--- config.mk ---
export PLATFORM = sky130hd
export DESIGN_NAME = grid_axis_line_generator
export DESIGN_NICKNAME = d
export VERILOG_FILES = /design/src/rtl/core/gal_pkg.sv /design/src/rtl/core/gal_datapath.sv /design/src/rtl/core/gal_ctrl.sv /design/src/rtl/core/grid_axis_line_generator.sv
export VERILOG_INCLUDE_DIRS = /design/src /design/src/rtl/core
export SDC_FILE = /design/constraint.sdc
export NUM_CORES = 1
export LEC_CHECK = 0
export ABC_AREA = 0
export BUFFER_PORTS_ARGS = -buffer_cell sky130_fd_sc_hd__buf_2
export CAP_MARGIN = 5
export CELL_PAD_IN_SITES_DETAIL_PLACEMENT = 0
export CELL_PAD_IN_SITES_GLOBAL_PLACEMENT = 1
export CORE_MARGIN = 2
export CORE_UTILIZATION = 45
export CTS_CLUSTER_DIAMETER = 150
export CTS_CLUSTER_SIZE = 30
export DETAILED_ROUTE_END_ITERATION = 16
export PLACE_DENSITY_LB_ADDON = 0.1
export SLEW_MARGIN = 20
export SYNTH_ARGS = -nofsm -noshare
export SYNTH_HDL_FRONTEND = slang
export SYNTH_SLANG_ARGS = --single-unit
--- constraint.sdc ---
create_clock -name clk -period 7.61 [get_ports clk]
set_clock_uncertainty 0.2 [all_clocks]
set_input_delay 0.3805 -clock clk [delete_from_list [all_inputs] [get_ports clk]]
set_output_delay 0.3805 -clock clk [all_outputs]
set_load 0.01 [all_outputs]
--- src/rtl/core/grid_axis_line_generator_defines.svh ---
// Assertion macros shared by the grid axis line generator RTL.
// Each macro expects signals named clk and arst_n in the including scope.
`ifndef GRID_AXIS_LINE_GENERATOR_DEFINES_SVH
`define GRID_AXIS_LINE_GENERATOR_DEFINES_SVH

// Condition implies a consequence in the same cycle.
`define GAL_ASSERT_IMPL(label, ante, cons, msg) \
	label: assert property (@(posedge clk) disable iff (!arst_n) (ante) |-> (cons)) \
		else $error(msg);

// Condition implies a consequence in the next cycle.
`define GAL_ASSERT_NEXT(label, ante, cons, msg) \
	label: assert property (@(posedge clk) disable iff (!arst_n) (ante) |=> (cons)) \
		else $error(msg);

`endif

--- src/rtl/core/gal_pkg.sv ---
// Shared types and constants for the grid axis line generator.
// Used by gal_ctrl, gal_datapath and grid_axis_line_generator; depends on nothing.
package gal_pkg;

	localparam int CountW         = 4;
	localparam int StepW          = 16;
	localparam int CoordW         = 21;
	localparam int ColorW         = 3;
	localparam int HalfMaxDefault = 14;

	typedef logic [ColorW-1:0] color_t;
	typedef logic signed [CoordW-1:0] coord_t;

	localparam color_t ColorGray  = 3'd0;
	localparam color_t ColorRed   = 3'd1;
	localparam color_t ColorGreen = 3'd2;
	localparam color_t ColorBlue  = 3'd3;
	localparam color_t ColorWhite = 3'd4;

	// Which segment the datapath builds from the current position
	typedef enum logic [3:0] {
		SEG_COL,
		SEG_COL_POS,
		SEG_COL_NEG,
		SEG_ROW,
		SEG_ROW_POS,
		SEG_ROW_NEG,
		SEG_YAXIS,
		SEG_TOP,
		SEG_BOTTOM,
		SEG_LEFT,
		SEG_RIGHT
	} seg_kind_t;

	typedef struct packed {
		logic      load;
		logic      calc;
		logic      pos_col_init;
		logic      pos_row_init;
		logic      pos_adv;
		logic      emit;
		seg_kind_t seg;
	} dp_cmd_t;

	typedef struct packed {
		logic [CountW-1:0] col_count;
		logic [CountW-1:0] row_count;
		logic              out_free;
	} dp_status_t;

endpackage

--- src/rtl/core/gal_datapath.sv ---
// Datapath of the grid axis line generator: request capture, extents,
// running line position and the registered output segment. Depends on gal_pkg.
module gal_datapath #(
	parameter int HALF_MAX = gal_pkg::HalfMaxDefault
) (
	input  logic                             clk,
	input  logic                             arst_n,
	input  gal_pkg::dp_cmd_t                 cmd,
	output gal_pkg::dp_status_t              status,
	input  logic [gal_pkg::CountW-1:0]       half_columns,
	input  logic [gal_pkg::CountW-1:0]       rows_per_side,
	input  logic [gal_pkg::StepW-1:0]        step_size,
	output logic                             out_valid,
	input  logic                             out_stall,
	output logic signed [gal_pkg::CoordW-1:0] start_x,
	output logic signed [gal_pkg::CoordW-1:0] start_y,
	output logic signed [gal_pkg::CoordW-1:0] start_z,
	output logic signed [gal_pkg::CoordW-1:0] end_x,
	output logic signed [gal_pkg::CoordW-1:0] end_y,
	output logic signed [gal_pkg::CoordW-1:0] end_z,
	output logic [gal_pkg::ColorW-1:0]        color_code,
	output logic                             last_segment
);

	localparam int ProdW = gal_pkg::CountW + gal_pkg::StepW;
	localparam logic [gal_pkg::CountW-1:0] HalfLim = gal_pkg::CountW'(HALF_MAX);

	logic [gal_pkg::CountW-1:0] cols_q;
	logic [gal_pkg::CountW-1:0] rows_q;
	logic [gal_pkg::StepW-1:0]  step_q;
	gal_pkg::coord_t            width_q;
	gal_pkg::coord_t            height_q;
	gal_pkg::coord_t            pos_q;

	logic [ProdW-1:0] width_prod;
	logic [ProdW-1:0] height_prod;
	gal_pkg::coord_t  step_ext;

	gal_pkg::coord_t sx, sy, sz, ex, ey, ez;
	gal_pkg::color_t color;
	logic            last;

	logic            out_valid_q;
	gal_pkg::coord_t sx_q, sy_q, sz_q, ex_q, ey_q, ez_q;
	gal_pkg::color_t color_q;
	logic            last_q;

	assign width_prod  = ProdW'(cols_q) * ProdW'(step_q);
	assign height_prod = ProdW'(rows_q) * ProdW'(step_q);
	assign step_ext    = $signed({{(gal_pkg::CoordW - gal_pkg::StepW){1'b0}}, step_q});

	// Request capture, extents and running position
	always_ff @(posedge clk) begin
		if (cmd.load) begin
			cols_q <= (half_columns > HalfLim) ? HalfLim : half_columns;
			rows_q <= (rows_per_side > HalfLim) ? HalfLim : rows_per_side;
			step_q <= step_size;
		end
		if (cmd.calc) begin
			width_q  <= $signed({1'b0, width_prod});
			height_q <= $signed({1'b0, height_prod});
		end
		if (cmd.pos_col_init) begin
			pos_q <= step_ext - width_q;
		end else if (cmd.pos_row_init) begin
			pos_q <= step_ext - height_q;
		end else if (cmd.pos_adv) begin
			pos_q <= pos_q + step_ext;
		end
	end

	// Segment endpoints from the kind and the current position
	always_comb begin
		sx    = '0;
		sy    = '0;
		sz    = '0;
		ex    = '0;
		ey    = '0;
		ez    = '0;
		color = gal_pkg::ColorGray;
		last  = 1'b0;
		case (cmd.seg)
			gal_pkg::SEG_COL: begin
				sx = pos_q;     sz = -height_q;
				ex = pos_q;     ez = height_q;
			end
			gal_pkg::SEG_COL_POS: begin
				sx = pos_q;
				ex = pos_q;     ez = height_q;
				color = gal_pkg::ColorBlue;
			end
			gal_pkg::SEG_COL_NEG: begin
				sx = pos_q;     sz = -height_q;
				ex = pos_q;
			end
			gal_pkg::SEG_ROW: begin
				sx = -width_q;  sz = pos_q;
				ex = width_q;   ez = pos_q;
			end
			gal_pkg::SEG_ROW_POS: begin
				sz = pos_q;
				ex = width_q;   ez = pos_q;
				color = gal_pkg::ColorRed;
			end
			gal_pkg::SEG_ROW_NEG: begin
				sx = -width_q;  sz = pos_q;
				ez = pos_q;
			end
			gal_pkg::SEG_YAXIS: begin
				ey = width_q;
				color = gal_pkg::ColorGreen;
			end
			gal_pkg::SEG_TOP: begin
				sx = -width_q;  sz = height_q;
				ex = width_q;   ez = height_q;
				color = gal_pkg::ColorWhite;
			end
			gal_pkg::SEG_BOTTOM: begin
				sx = -width_q;  sz = -height_q;
				ex = width_q;   ez = -height_q;
				color = gal_pkg::ColorWhite;
			end
			gal_pkg::SEG_LEFT: begin
				sx = -width_q;  sz = height_q;
				ex = -width_q;  ez = -height_q;
				color = gal_pkg::ColorWhite;
			end
			gal_pkg::SEG_RIGHT: begin
				sx = width_q;   sz = height_q;
				ex = width_q;   ez = -height_q;
				color = gal_pkg::ColorWhite;
				last = 1'b1;
			end
			default: begin
				color = gal_pkg::ColorGray;
			end
		endcase
	end

	// Output register: drop valid once taken, reload on emit
	always_ff @(posedge clk or negedge arst_n) begin
		if (!arst_n) begin
			out_valid_q <= 1'b0;
		end else if (cmd.emit) begin
			out_valid_q <= 1'b1;
		end else if (!out_stall) begin
			out_valid_q <= 1'b0;
		end
	end

	always_ff @(posedge clk) begin
		if (cmd.emit) begin
			sx_q    <= sx;
			sy_q    <= sy;
			sz_q    <= sz;
			ex_q    <= ex;
			ey_q    <= ey;
			ez_q    <= ez;
			color_q <= color;
			last_q  <= last;
		end
	end

	assign status.col_count = cols_q;
	assign status.row_count = rows_q;
	assign status.out_free  = !out_valid_q || !out_stall;

	assign out_valid    = out_valid_q;
	assign start_x      = sx_q;
	assign start_y      = sy_q;
	assign start_z      = sz_q;
	assign end_x        = ex_q;
	assign end_y        = ey_q;
	assign end_z        = ez_q;
	assign color_code   = color_q;
	assign last_segment = last_q;

endmodule

--- src/rtl/core/gal_ctrl.sv ---
// Sequencer of the grid axis line generator: walks columns, rows, Y axis and border.
// Depends on gal_pkg and grid_axis_line_generator_defines.svh.
`include "grid_axis_line_generator_defines.svh"

module gal_ctrl #(
	parameter int HALF_MAX = gal_pkg::HalfMaxDefault
) (
	input  logic                clk,
	input  logic                arst_n,
	input  logic                in_valid,
	output logic                in_stall,
	output gal_pkg::dp_cmd_t    cmd,
	input  gal_pkg::dp_status_t status
);

	localparam int CntW = $clog2(2 * HALF_MAX);
	localparam int ExtW = CntW + 1;

	typedef enum logic [3:0] {
		ST_IDLE,
		ST_LOAD,
		ST_PREP_COL,
		ST_COL,
		ST_COL_NEG,
		ST_PREP_ROW,
		ST_ROW,
		ST_ROW_NEG,
		ST_YAXIS,
		ST_TOP,
		ST_BOTTOM,
		ST_LEFT,
		ST_RIGHT
	} state_t;

	state_t          state_q;
	logic [CntW-1:0] idx_q;

	logic [ExtW-1:0] idx_ext;
	logic [ExtW-1:0] cols_ext;
	logic [ExtW-1:0] rows_ext;
	logic [ExtW-1:0] last_col;
	logic [ExtW-1:0] last_row;
	logic            accept;
	logic            free;
	logic            col_walk;
	logic            row_walk;
	logic            right_emit;

	assign idx_ext  = ExtW'(idx_q);
	assign cols_ext = ExtW'(status.col_count);
	assign rows_ext = ExtW'(status.row_count);
	assign last_col = ExtW'({status.col_count, 1'b0}) - ExtW'(1);
	assign last_row = ExtW'({status.row_count, 1'b0}) - ExtW'(1);
	assign free     = status.out_free;
	assign accept   = in_valid && (state_q == ST_IDLE);
	assign in_stall = (state_q != ST_IDLE);

	assign col_walk   = (state_q == ST_COL) || (state_q == ST_COL_NEG);
	assign row_walk   = (state_q == ST_ROW) || (state_q == ST_ROW_NEG);
	assign right_emit = cmd.emit && (cmd.seg == gal_pkg::SEG_RIGHT);

	always_comb begin
		cmd      = '0;
		cmd.seg  = gal_pkg::SEG_COL;
		cmd.load = accept;
		case (state_q)
			ST_LOAD:     cmd.calc = 1'b1;
			ST_PREP_COL: cmd.pos_col_init = 1'b1;
			ST_PREP_ROW: cmd.pos_row_init = 1'b1;
			ST_COL: begin
				cmd.emit = free;
				if (idx_ext == cols_ext) begin
					cmd.seg = gal_pkg::SEG_COL_POS;
				end else begin
					cmd.seg     = gal_pkg::SEG_COL;
					cmd.pos_adv = free;
				end
			end
			ST_COL_NEG: begin
				cmd.emit    = free;
				cmd.seg     = gal_pkg::SEG_COL_NEG;
				cmd.pos_adv = free;
			end
			ST_ROW: begin
				cmd.emit = free;
				if (idx_ext == rows_ext) begin
					cmd.seg = gal_pkg::SEG_ROW_POS;
				end else begin
					cmd.seg     = gal_pkg::SEG_ROW;
					cmd.pos_adv = free;
				end
			end
			ST_ROW_NEG: begin
				cmd.emit    = free;
				cmd.seg     = gal_pkg::SEG_ROW_NEG;
				cmd.pos_adv = free;
			end
			ST_YAXIS: begin
				cmd.emit = free;
				cmd.seg  = gal_pkg::SEG_YAXIS;
			end
			ST_TOP: begin
				cmd.emit = free;
				cmd.seg  = gal_pkg::SEG_TOP;
			end
			ST_BOTTOM: begin
				cmd.emit = free;
				cmd.seg  = gal_pkg::SEG_BOTTOM;
			end
			ST_LEFT: begin
				cmd.emit = free;
				cmd.seg  = gal_pkg::SEG_LEFT;
			end
			ST_RIGHT: begin
				cmd.emit = free;
				cmd.seg  = gal_pkg::SEG_RIGHT;
			end
			default: cmd.load = accept;
		endcase
	end

	always_ff @(posedge clk or negedge arst_n) begin
		if (!arst_n) begin
			state_q <= ST_IDLE;
			idx_q   <= '0;
		end else begin
			case (state_q)
				ST_IDLE: begin
					if (accept) state_q <= ST_LOAD;
				end
				ST_LOAD: state_q <= ST_PREP_COL;
				ST_PREP_COL: begin
					idx_q   <= CntW'(1);
					state_q <= (status.col_count == '0) ? ST_PREP_ROW : ST_COL;
				end
				ST_COL: begin
					if (free) begin
						if (idx_ext == cols_ext) begin
							state_q <= ST_COL_NEG;
						end else if (idx_ext == last_col) begin
							state_q <= ST_PREP_ROW;
						end else begin
							idx_q <= idx_q + CntW'(1);
						end
					end
				end
				ST_COL_NEG: begin
					if (free) begin
						if (idx_ext == last_col) begin
							state_q <= ST_PREP_ROW;
						end else begin
							idx_q   <= idx_q + CntW'(1);
							state_q <= ST_COL;
						end
					end
				end
				ST_PREP_ROW: begin
					idx_q   <= CntW'(1);
					state_q <= (status.row_count == '0) ? ST_YAXIS : ST_ROW;
				end
				ST_ROW: begin
					if (free) begin
						if (idx_ext == rows_ext) begin
							state_q <= ST_ROW_NEG;
						end else if (idx_ext == last_row) begin
							state_q <= ST_YAXIS;
						end else begin
							idx_q <= idx_q + CntW'(1);
						end
					end
				end
				ST_ROW_NEG: begin
					if (free) begin
						if (idx_ext == last_row) begin
							state_q <= ST_YAXIS;
						end else begin
							idx_q   <= idx_q + CntW'(1);
							state_q <= ST_ROW;
						end
					end
				end
				ST_YAXIS:  if (free) state_q <= ST_TOP;
				ST_TOP:    if (free) state_q <= ST_BOTTOM;
				ST_BOTTOM: if (free) state_q <= ST_LEFT;
				ST_LEFT:   if (free) state_q <= ST_RIGHT;
				ST_RIGHT:  if (free) state_q <= ST_IDLE;
				default:   state_q <= ST_IDLE;
			endcase
		end
	end

	`GAL_ASSERT_IMPL(a_emit_has_room, cmd.emit, status.out_free, "segment issued while full")
	`GAL_ASSERT_NEXT(a_right_ends_req, right_emit, state_q == ST_IDLE, "request did not end")
	`GAL_ASSERT_IMPL(a_col_idx, col_walk, (idx_q != '0) && (idx_ext <= last_col), "bad column index")
	`GAL_ASSERT_IMPL(a_row_idx, row_walk, (idx_q != '0) && (idx_ext <= last_row), "bad row index")

endmodule

--- src/rtl/core/grid_axis_line_generator.sv ---
// Throughput: one segment per cycle while out_stall is low; a request of C half columns and R half rows
//   (each saturated to HALF_MAX) yields 2C+2R+5 segments.
// Reset: arst_n low clears the sequencer and the output valid flag; a new request
//   can be taken as soon as reset is released, since the sequencer resets to idle.
module grid_axis_line_generator #(
	parameter int HALF_MAX = gal_pkg::HalfMaxDefault
) (
	input  logic                              clk,
	input  logic                              arst_n,
	// Request channel
	input  logic                              in_valid,
	output logic                              in_stall,
	input  logic [gal_pkg::CountW-1:0]        half_columns,
	input  logic [gal_pkg::CountW-1:0]        rows_per_side,
	input  logic [gal_pkg::StepW-1:0]         step_size,
	// Segment channel
	output logic                              out_valid,
	input  logic                              out_stall,
	output logic signed [gal_pkg::CoordW-1:0] start_x,
	output logic signed [gal_pkg::CoordW-1:0] start_y,
	output logic signed [gal_pkg::CoordW-1:0] start_z,
	output logic signed [gal_pkg::CoordW-1:0] end_x,
	output logic signed [gal_pkg::CoordW-1:0] end_y,
	output logic signed [gal_pkg::CoordW-1:0] end_z,
	output logic [gal_pkg::ColorW-1:0]        color_code,
	output logic                              last_segment
);

	// The sequencer takes one request at a time. After capture it forms the
	// half width and half depth (count times step), seeds the column
	// position, then walks the columns from most negative X, splitting the
	// center column into a blue +Z half and a gray -Z half. Rows follow the
	// same way with a red +X half, then the green Y axis and the four white
	// border lines. Positions advance by adding the step, so the only
	// multiplies are the two small extent products.
	//
	// The output register decouples the two sides: a stalled segment holds
	// while the sequencer waits, and the next request is taken while the final
	// segment of the previous one is still waiting to be taken.
	gal_pkg::dp_cmd_t    cmd;
	gal_pkg::dp_status_t status;

	gal_ctrl #(
		.HALF_MAX (HALF_MAX)
	) u_ctrl (
		.clk      (clk),
		.arst_n   (arst_n),
		.in_valid (in_valid),
		.in_stall (in_stall),
		.cmd      (cmd),
		.status   (status)
	);

	gal_datapath #(
		.HALF_MAX (HALF_MAX)
	) u_datapath (
		.clk           (clk),
		.arst_n        (arst_n),
		.cmd           (cmd),
		.status        (status),
		.half_columns  (half_columns),
		.rows_per_side (rows_per_side),
		.step_size     (step_size),
		.out_valid     (out_valid),
		.out_stall     (out_stall),
		.start_x       (start_x),
		.start_y       (start_y),
		.start_z       (start_z),
		.end_x         (end_x),
		.end_y         (end_y),
		.end_z         (end_z),
		.color_code    (color_code),
		.last_segment  (last_segment)
	);

endmodule

## After elaboration in Yosys (flattened, before gate mapping)

Index checks and enable logic that the tools add are counted.

- Input port bits: 28
- Register bits after elaboration: 203

- Muxes and demuxes: 48
- Multiply operators: 2
- Order comparisons: 2
- Reductions and logical operators: 24
- $add $sub $neg: 8
- Equal/unequal tests: 41

Operator list:

| operator | number |
|---|---|
| $pmux 21 s3 | 4 |
| $mux 4 | 16 |
| $mux 21 | 3 |
| $pmux 4 s13 | 1 |
| $pmux 5 s9 | 1 |
| $neg 20->21 | 2 |
| $sub 16x20->21 | 2 |
| $mul 4x16->20 | 2 |
| $mux 5 | 8 |
| $eq 4x3->1 const B | 8 |
| $eq 4x4->1 const B | 8 |
| $pmux 5 s5 | 1 |
| $ne 2x1->1 const B | 11 |
| $add 21x17->21 | 1 |
| $reduce_or 3->1 | 6 |
| $eq 4x2->1 const B | 4 |
| $logic_not 4->1 | 4 |
| $eq 5x6->1 | 2 |
| $pmux 3 s4 | 1 |
| $reduce_and 12->1 | 1 |
| $sub 5x1->6 const B | 2 |
| $eq 5x4->1 | 2 |
| $reduce_or 5->1 | 2 |
| $mux 1 | 9 |
| other kinds (16) | 24 |

## Depth between registers and ports, before layout

- Depth in word-level cells: 7
- Gate-level depth with buffers: 17

## Modules after synthesis

From an unflattened synthesis, not the netlist that was laid out.

- Cells, all modules: 1751
- Area total of the unflattened synthesis: 16492.1 µm²

By module, submodules not included:

| module | area an instance (µm²) | cells an instance | times used | sequential area each (µm²) |
|---|---|---|---|---|
| gal_datapath | 15253.4 | 1583 | 1 | 5820.6 |
| gal_ctrl | 1238.7 | 168 | 1 | 225.2 |

## Worst setup path after synthesis

No wires, ideal clock.

- Kind: reg-to-reg
- Start: reg u_ctrl.state_q[1]
- End: reg u_datapath.color_q[0], in the netlist u_datapath.color_code[0] (enable)
- Data arrival time: 5.680 ns
- Path buffers: 3
- Path slack: 1.154 ns
- Stages on the path, launching flop included: 7
- Path through: dfrtp_1 > clkbuf_1 > clkbuf_1 > clkbuf_1 > o21ai_0 > a21oi_1 > nor2_1

RTL lines:

| item | line | RTL |
|---|---|---|
| start: declaration | gal_ctrl.sv:35 | `state_t state_q;` |
| start signal: assignment | gal_ctrl.sv:134 | `state_q <= (status.col_count == '0) ? ST_PREP_ROW : ST_COL;` |
| start signal: assignment | gal_ctrl.sv:159 | `state_q <= (status.row_count == '0) ? ST_YAXIS : ST_ROW;` |
| end signal: assignment | gal_datapath.sv:159 | `color_q <= color;` |
| end: declaration | gal_datapath.sv:45 | `gal_pkg::color_t color_q;` |

## Worst setup path after layout

- Start: reg u_datapath.cols_q[2] in the netlist's numbering
- End: reg u_datapath.width_q[18], data pin

- Longest elaborated chain between the ends: 1

RTL lines:

| item | line | RTL |
|---|---|---|
| start: declaration | gal_datapath.sv:28 | `logic [gal_pkg::CountW-1:0] cols_q;` |
| start signal: assignment | gal_datapath.sv:55 | `cols_q <= (half_columns > HalfLim) ? HalfLim : half_columns;` |
| $mul 4x16->20 | gal_datapath.sv:48 | `assign width_prod = ProdW'(cols_q) * ProdW'(step_q);` |
| named net u_datapath.width_prod[18] | gal_datapath.sv:35 | `logic [ProdW-1:0] width_prod;` |
| end signal: assignment | gal_datapath.sv:60 | `width_q <= $signed({1'b0, width_prod});` |
| end: declaration | gal_datapath.sv:31 | `gal_pkg::coord_t width_q;` |

The timed path passes the listed nets, and every way through them passes these cells.
A chain may end at the register's enable or synchronous reset.

==> flow_metrics.env <==
export IMPL_synth_cell_types=78
export IMPL_relSlewSlack_pct=27.4
export IMPL_wl_per_cell_um=20.0
export IMPL_path_cells="and2_1 -> fa_1 -> inv_1 -> fa_1 -> inv_1 -> ha_1 -> nor2b_1 -> o21ai_1 -> a21boi_1 -> o21ai_1 -> a211oi_1 -> or3_1 -> a41o_1 -> a21oi_1 -> xnor2_1"
export IMPL_grt_pass1_wl_um=68300
export IMPL_internal_power_w=0.00387
export IMPL_h_tree_depth=1
export IMPL_routed_wl_um=44700
export IMPL_reg2reg_setup_slack_ns=3.04
export IMPL_met1_length_um=19400
export IMPL_cts_sinks=203
export IMPL_synth_area_leaders="edfxtp_1 (36%), ha_1 (8.0%), fa_1 (7.4%), inv_1 (3.9%), xnor2_1 (3.9%)"
export IMPL_crit_reg2reg_launch="u_datapath.cols_q[2]"
export IMPL_ys_async_sr_fraction_pct=4.93
export IMPL_clkLatencyLatePin_ns=0.51
export IMPL_yosys_area_share_simple_pct=16.9
export IMPL_cts_resized=0
export IMPL_seq_power_share_pct=35.8
export IMPL_cts_made_buffers=10
export IMPL_synthXorXnorAreaFrac_pct=6.17
export IMPL_worstSetupPathType="flip-flop to flip-flop"
export IMPL_clock_root_buffer="clkbuf_16"
export IMPL_worstPathMaxFanout=21
export IMPL_die_y_um=192
export IMPL_crit_path_top_delay_cell="edfxtp_1"
export IMPL_cap_violations=0
export IMPL_setup_viol=0
export IMPL_dieArea_um2=36800
export IMPL_hold_viol=0
export IMPL_worst_pin_slew_ns=1.08
export IMPL_run_status="finished clean"
export IMPL_yosysMostFrequentCell="edfxtp_1"
export IMPL_ir_drop_mv=0.267
export IMPL_grt_use_total_pct=24.4
export IMPL_dr_max_layer_used="met4"
export IMPL_ys_seq_elements=203
export IMPL_setup_slack_ns=3.04
export IMPL_period_share_pct=60.0
export IMPL_grt_pass1_vias=12400
export IMPL_synth_adder_area_share_pct=15.4
export IMPL_min_from="rows_per_side[0]"
export IMPL_syn2layout_area_growth_pct=10.2
export IMPL_synth_top_cell_by_area="edfxtp_1"
export IMPL_hpwl_um=33600
export IMPL_via_count=12700
export IMPL_max_stage_delay_ns=0.71
export IMPL_place_congestion=0.874
export IMPL_place_ws_ns=3.04
export IMPL_worstPathRequired_ns=7.69
export IMPL_yosysSeqAreaShare_pct=38.0
export IMPL_drcViolationCount=0
export IMPL_cp_startpoint="u_datapath.cols_q[2]"
export IMPL_gr_total_overflow=0
export IMPL_slew_violations=0
export IMPL_crit_arrival_ns=4.64
export IMPL_pin_count=160
export IMPL_drive_above_1_share_pct=11.2
export IMPL_netlist_instances=1656
export IMPL_nets=1958
export IMPL_portBuffers=137
export IMPL_core_um2=34600
export IMPL_sw_frac_of_total_pct=44.9
export IMPL_cts_tree="done"
export IMPL_fmax_mhz=219
export IMPL_synth_main_ff_cell="edfxtp_1"
export IMPL_ys_warn_count=0
export IMPL_initial_utilization_pct=45.9
export IMPL_grt_max_degree=69
export IMPL_synthMuxAreaShare_pct=0.197
export IMPL_wl_met2_um=21500
export IMPL_antenna_found_initial=2
export IMPL_finalCriticalPeriod_ns=4.57
export IMPL_holdWs_ns=0.0313
export IMPL_end_kind="flip-flop"
export IMPL_setup_tns_ns=0
export IMPL_synth_compound_area_share_pct=16.3
export IMPL_power_frac_comb_pct=54.6
export IMPL_num_rows=68
export IMPL_firstDrtPassIters=6
export IMPL_startpoint_type="flip-flop"
export IMPL_hp_class="input pin to flip-flop"
export IMPL_p_sw_w=0.00315
export IMPL_path_clk_slew_ns=0.12
export IMPL_synth_area_per_cell_um2=9.60
export IMPL_drtIter0Drc=1024
export IMPL_wl_met3_um=2560
export IMPL_fp_dieW_um=192
export IMPL_ant_nets=0
export IMPL_p_per_area_nw_per_um2=400
export IMPL_synth_top_cell_area_share_pct=36.5
export IMPL_netlist_area_um2=15900
export IMPL_rsz0062_at_grt="no"
export IMPL_total_power_w=0.00701
export IMPL_power_share_clock_pct=9.6
export IMPL_leakage_nw=7.51
export IMPL_clock_path_buffers=3
export IMPL_synth_top_family_by_area="simple AND/OR/NAND/NOR gates"
export IMPL_vias_per_cell=5.70
export IMPL_synth_common_cells="edfxtp_1 (193), inv_1 (166), nand2_1 (137)"
export IMPL_synth_edf_count=193
[final timing paths]
check / endpoint / depth (start not counted)
max in group asynchronous: u_ctrl.state_q[0] / 2
hold / removal: u_datapath.rows_q[0] / 3
hold reg to reg: u_datapath.out_valid / 2
setup / recovery: u_datapath.width_q[18] / 15
setup reg to reg: u_datapath.width_q[18] / 15
min in group asynchronous: u_datapath.out_valid / 2
[cell usage in the layout, fill, tap and decap left out, types with 29 or more instances in the layout]
master / Yosys / final
edfxtp_1: 193 / 193
inv_1: 166 / 166
nand2_1: 137 / 137
buf_2: 5 / 137
nor2_1: 104 / 103
ha_1: 101 / 101
and2_1: 91 / 91
a21oi_1: 88 / 87
xnor2_1: 71 / 71
o21ai_0: 62 / 62
fa_1: 59 / 59
a221o_1: 42 / 42
xor2_1: 41 / 41
nor3_1: 42 / 40
and3_1: 40 / 39
nand3_1: 33 / 33
a211oi_1: 29 / 29
[power by group through the flow]
stage / registers (W) / logic [W] / clock network [W]
finish: 0.00251 / 0.00383 / 0.000674
global route: 0.00256 / 0.00428 / 0.000724
CTS: 0.00251 / 0.00385 / 0.000686
detailed placement: 0.00254 / 0.00382 / 0
global placement: 0.00254 / 0.00379 / 0
floorplan: 0.00251 / 0.00262 / 0
[state kept, by name, summed over array words and instances (netlist names), 3 cells and up]
name	flops
u_datapath.end_z	21
u_datapath.step_q	16
u_datapath.width_q	20
u_datapath.color_code	3
u_datapath.height_q	20
u_datapath.end_x	21
u_datapath.pos_q	21
u_datapath.end_y	20
u_ctrl.state_q	4
u_datapath.start_z	21
u_datapath.start_x	21
u_datapath.cols_q	4
u_datapath.rows_q	4
u_ctrl.idx_q	5
[per-stage QoR]
step	std cells	util, %	cell area (um^2)
global placement	2189	48.9	16900
detailed placement	2189	48.9	16900
CTS	2229	50.6	17500
finish	2231	50.6	17500
global route	2229	50.6	17500
floorplan	1677	-	16000
[cell families (layout without fill, tap and decap cells)]
| family | after synthesis | after routing |
|---|---|---|
| compound gates | 380 | 380 |
| xor+xnor | 112 | 112 |
| fa+ha+maj | 160 | 160 |
| buf+inv | 268 | 365 |
| flops | 203 | 203 |
| mux | 3 | 3 |
| other cells | 1 | 24 |
| simple gates | 529 | 529 |
[what timing repair did]
| item | in CTS | in global routing |
|---|---|---|
| hold endpoints to repair | 34 | 0 |
| hold buffers | 24 | 0 |
| buffers inserted | 0 | 0 |
[worst max-delay path: cells and delay by family (launching register included)]
| kind | cells | cell delay, ns |
|---|---|---|
| adders and majority gates | 3 | 1.35 |
| xor gates and xnor gates | 1 | 0.09 |
| buffers and inverters | 2 | 0.09 |
| and+or+nand+nor | 3 | 0.84 |
| AOI/OAI and AO/OA | 6 | 1.04 |
| DFF | 1 | 0.71 |
[metal layers]
layer  GRT usage (%)  vias to the layer above
met5               0                        -
met4            7.13                        0
met3            3.03                       67
met2            41.5                      344
met1            32.6                     6250
li1                -                     6063
[final cells by class]
cell class | instances | area (um^2)
clock buffers | 14 | 287
fillers | 3270 | 17100
clock inverters | 2 | 35.0
diodes | 2 | 5.00
inverters | 170 | 638
repair buffers | 179 | 1060
flip-flops and latches | 203 | 6050
well taps | 455 | 569
multi-input cells | 1206 | 8870
(Power assumes the default switching activity.)
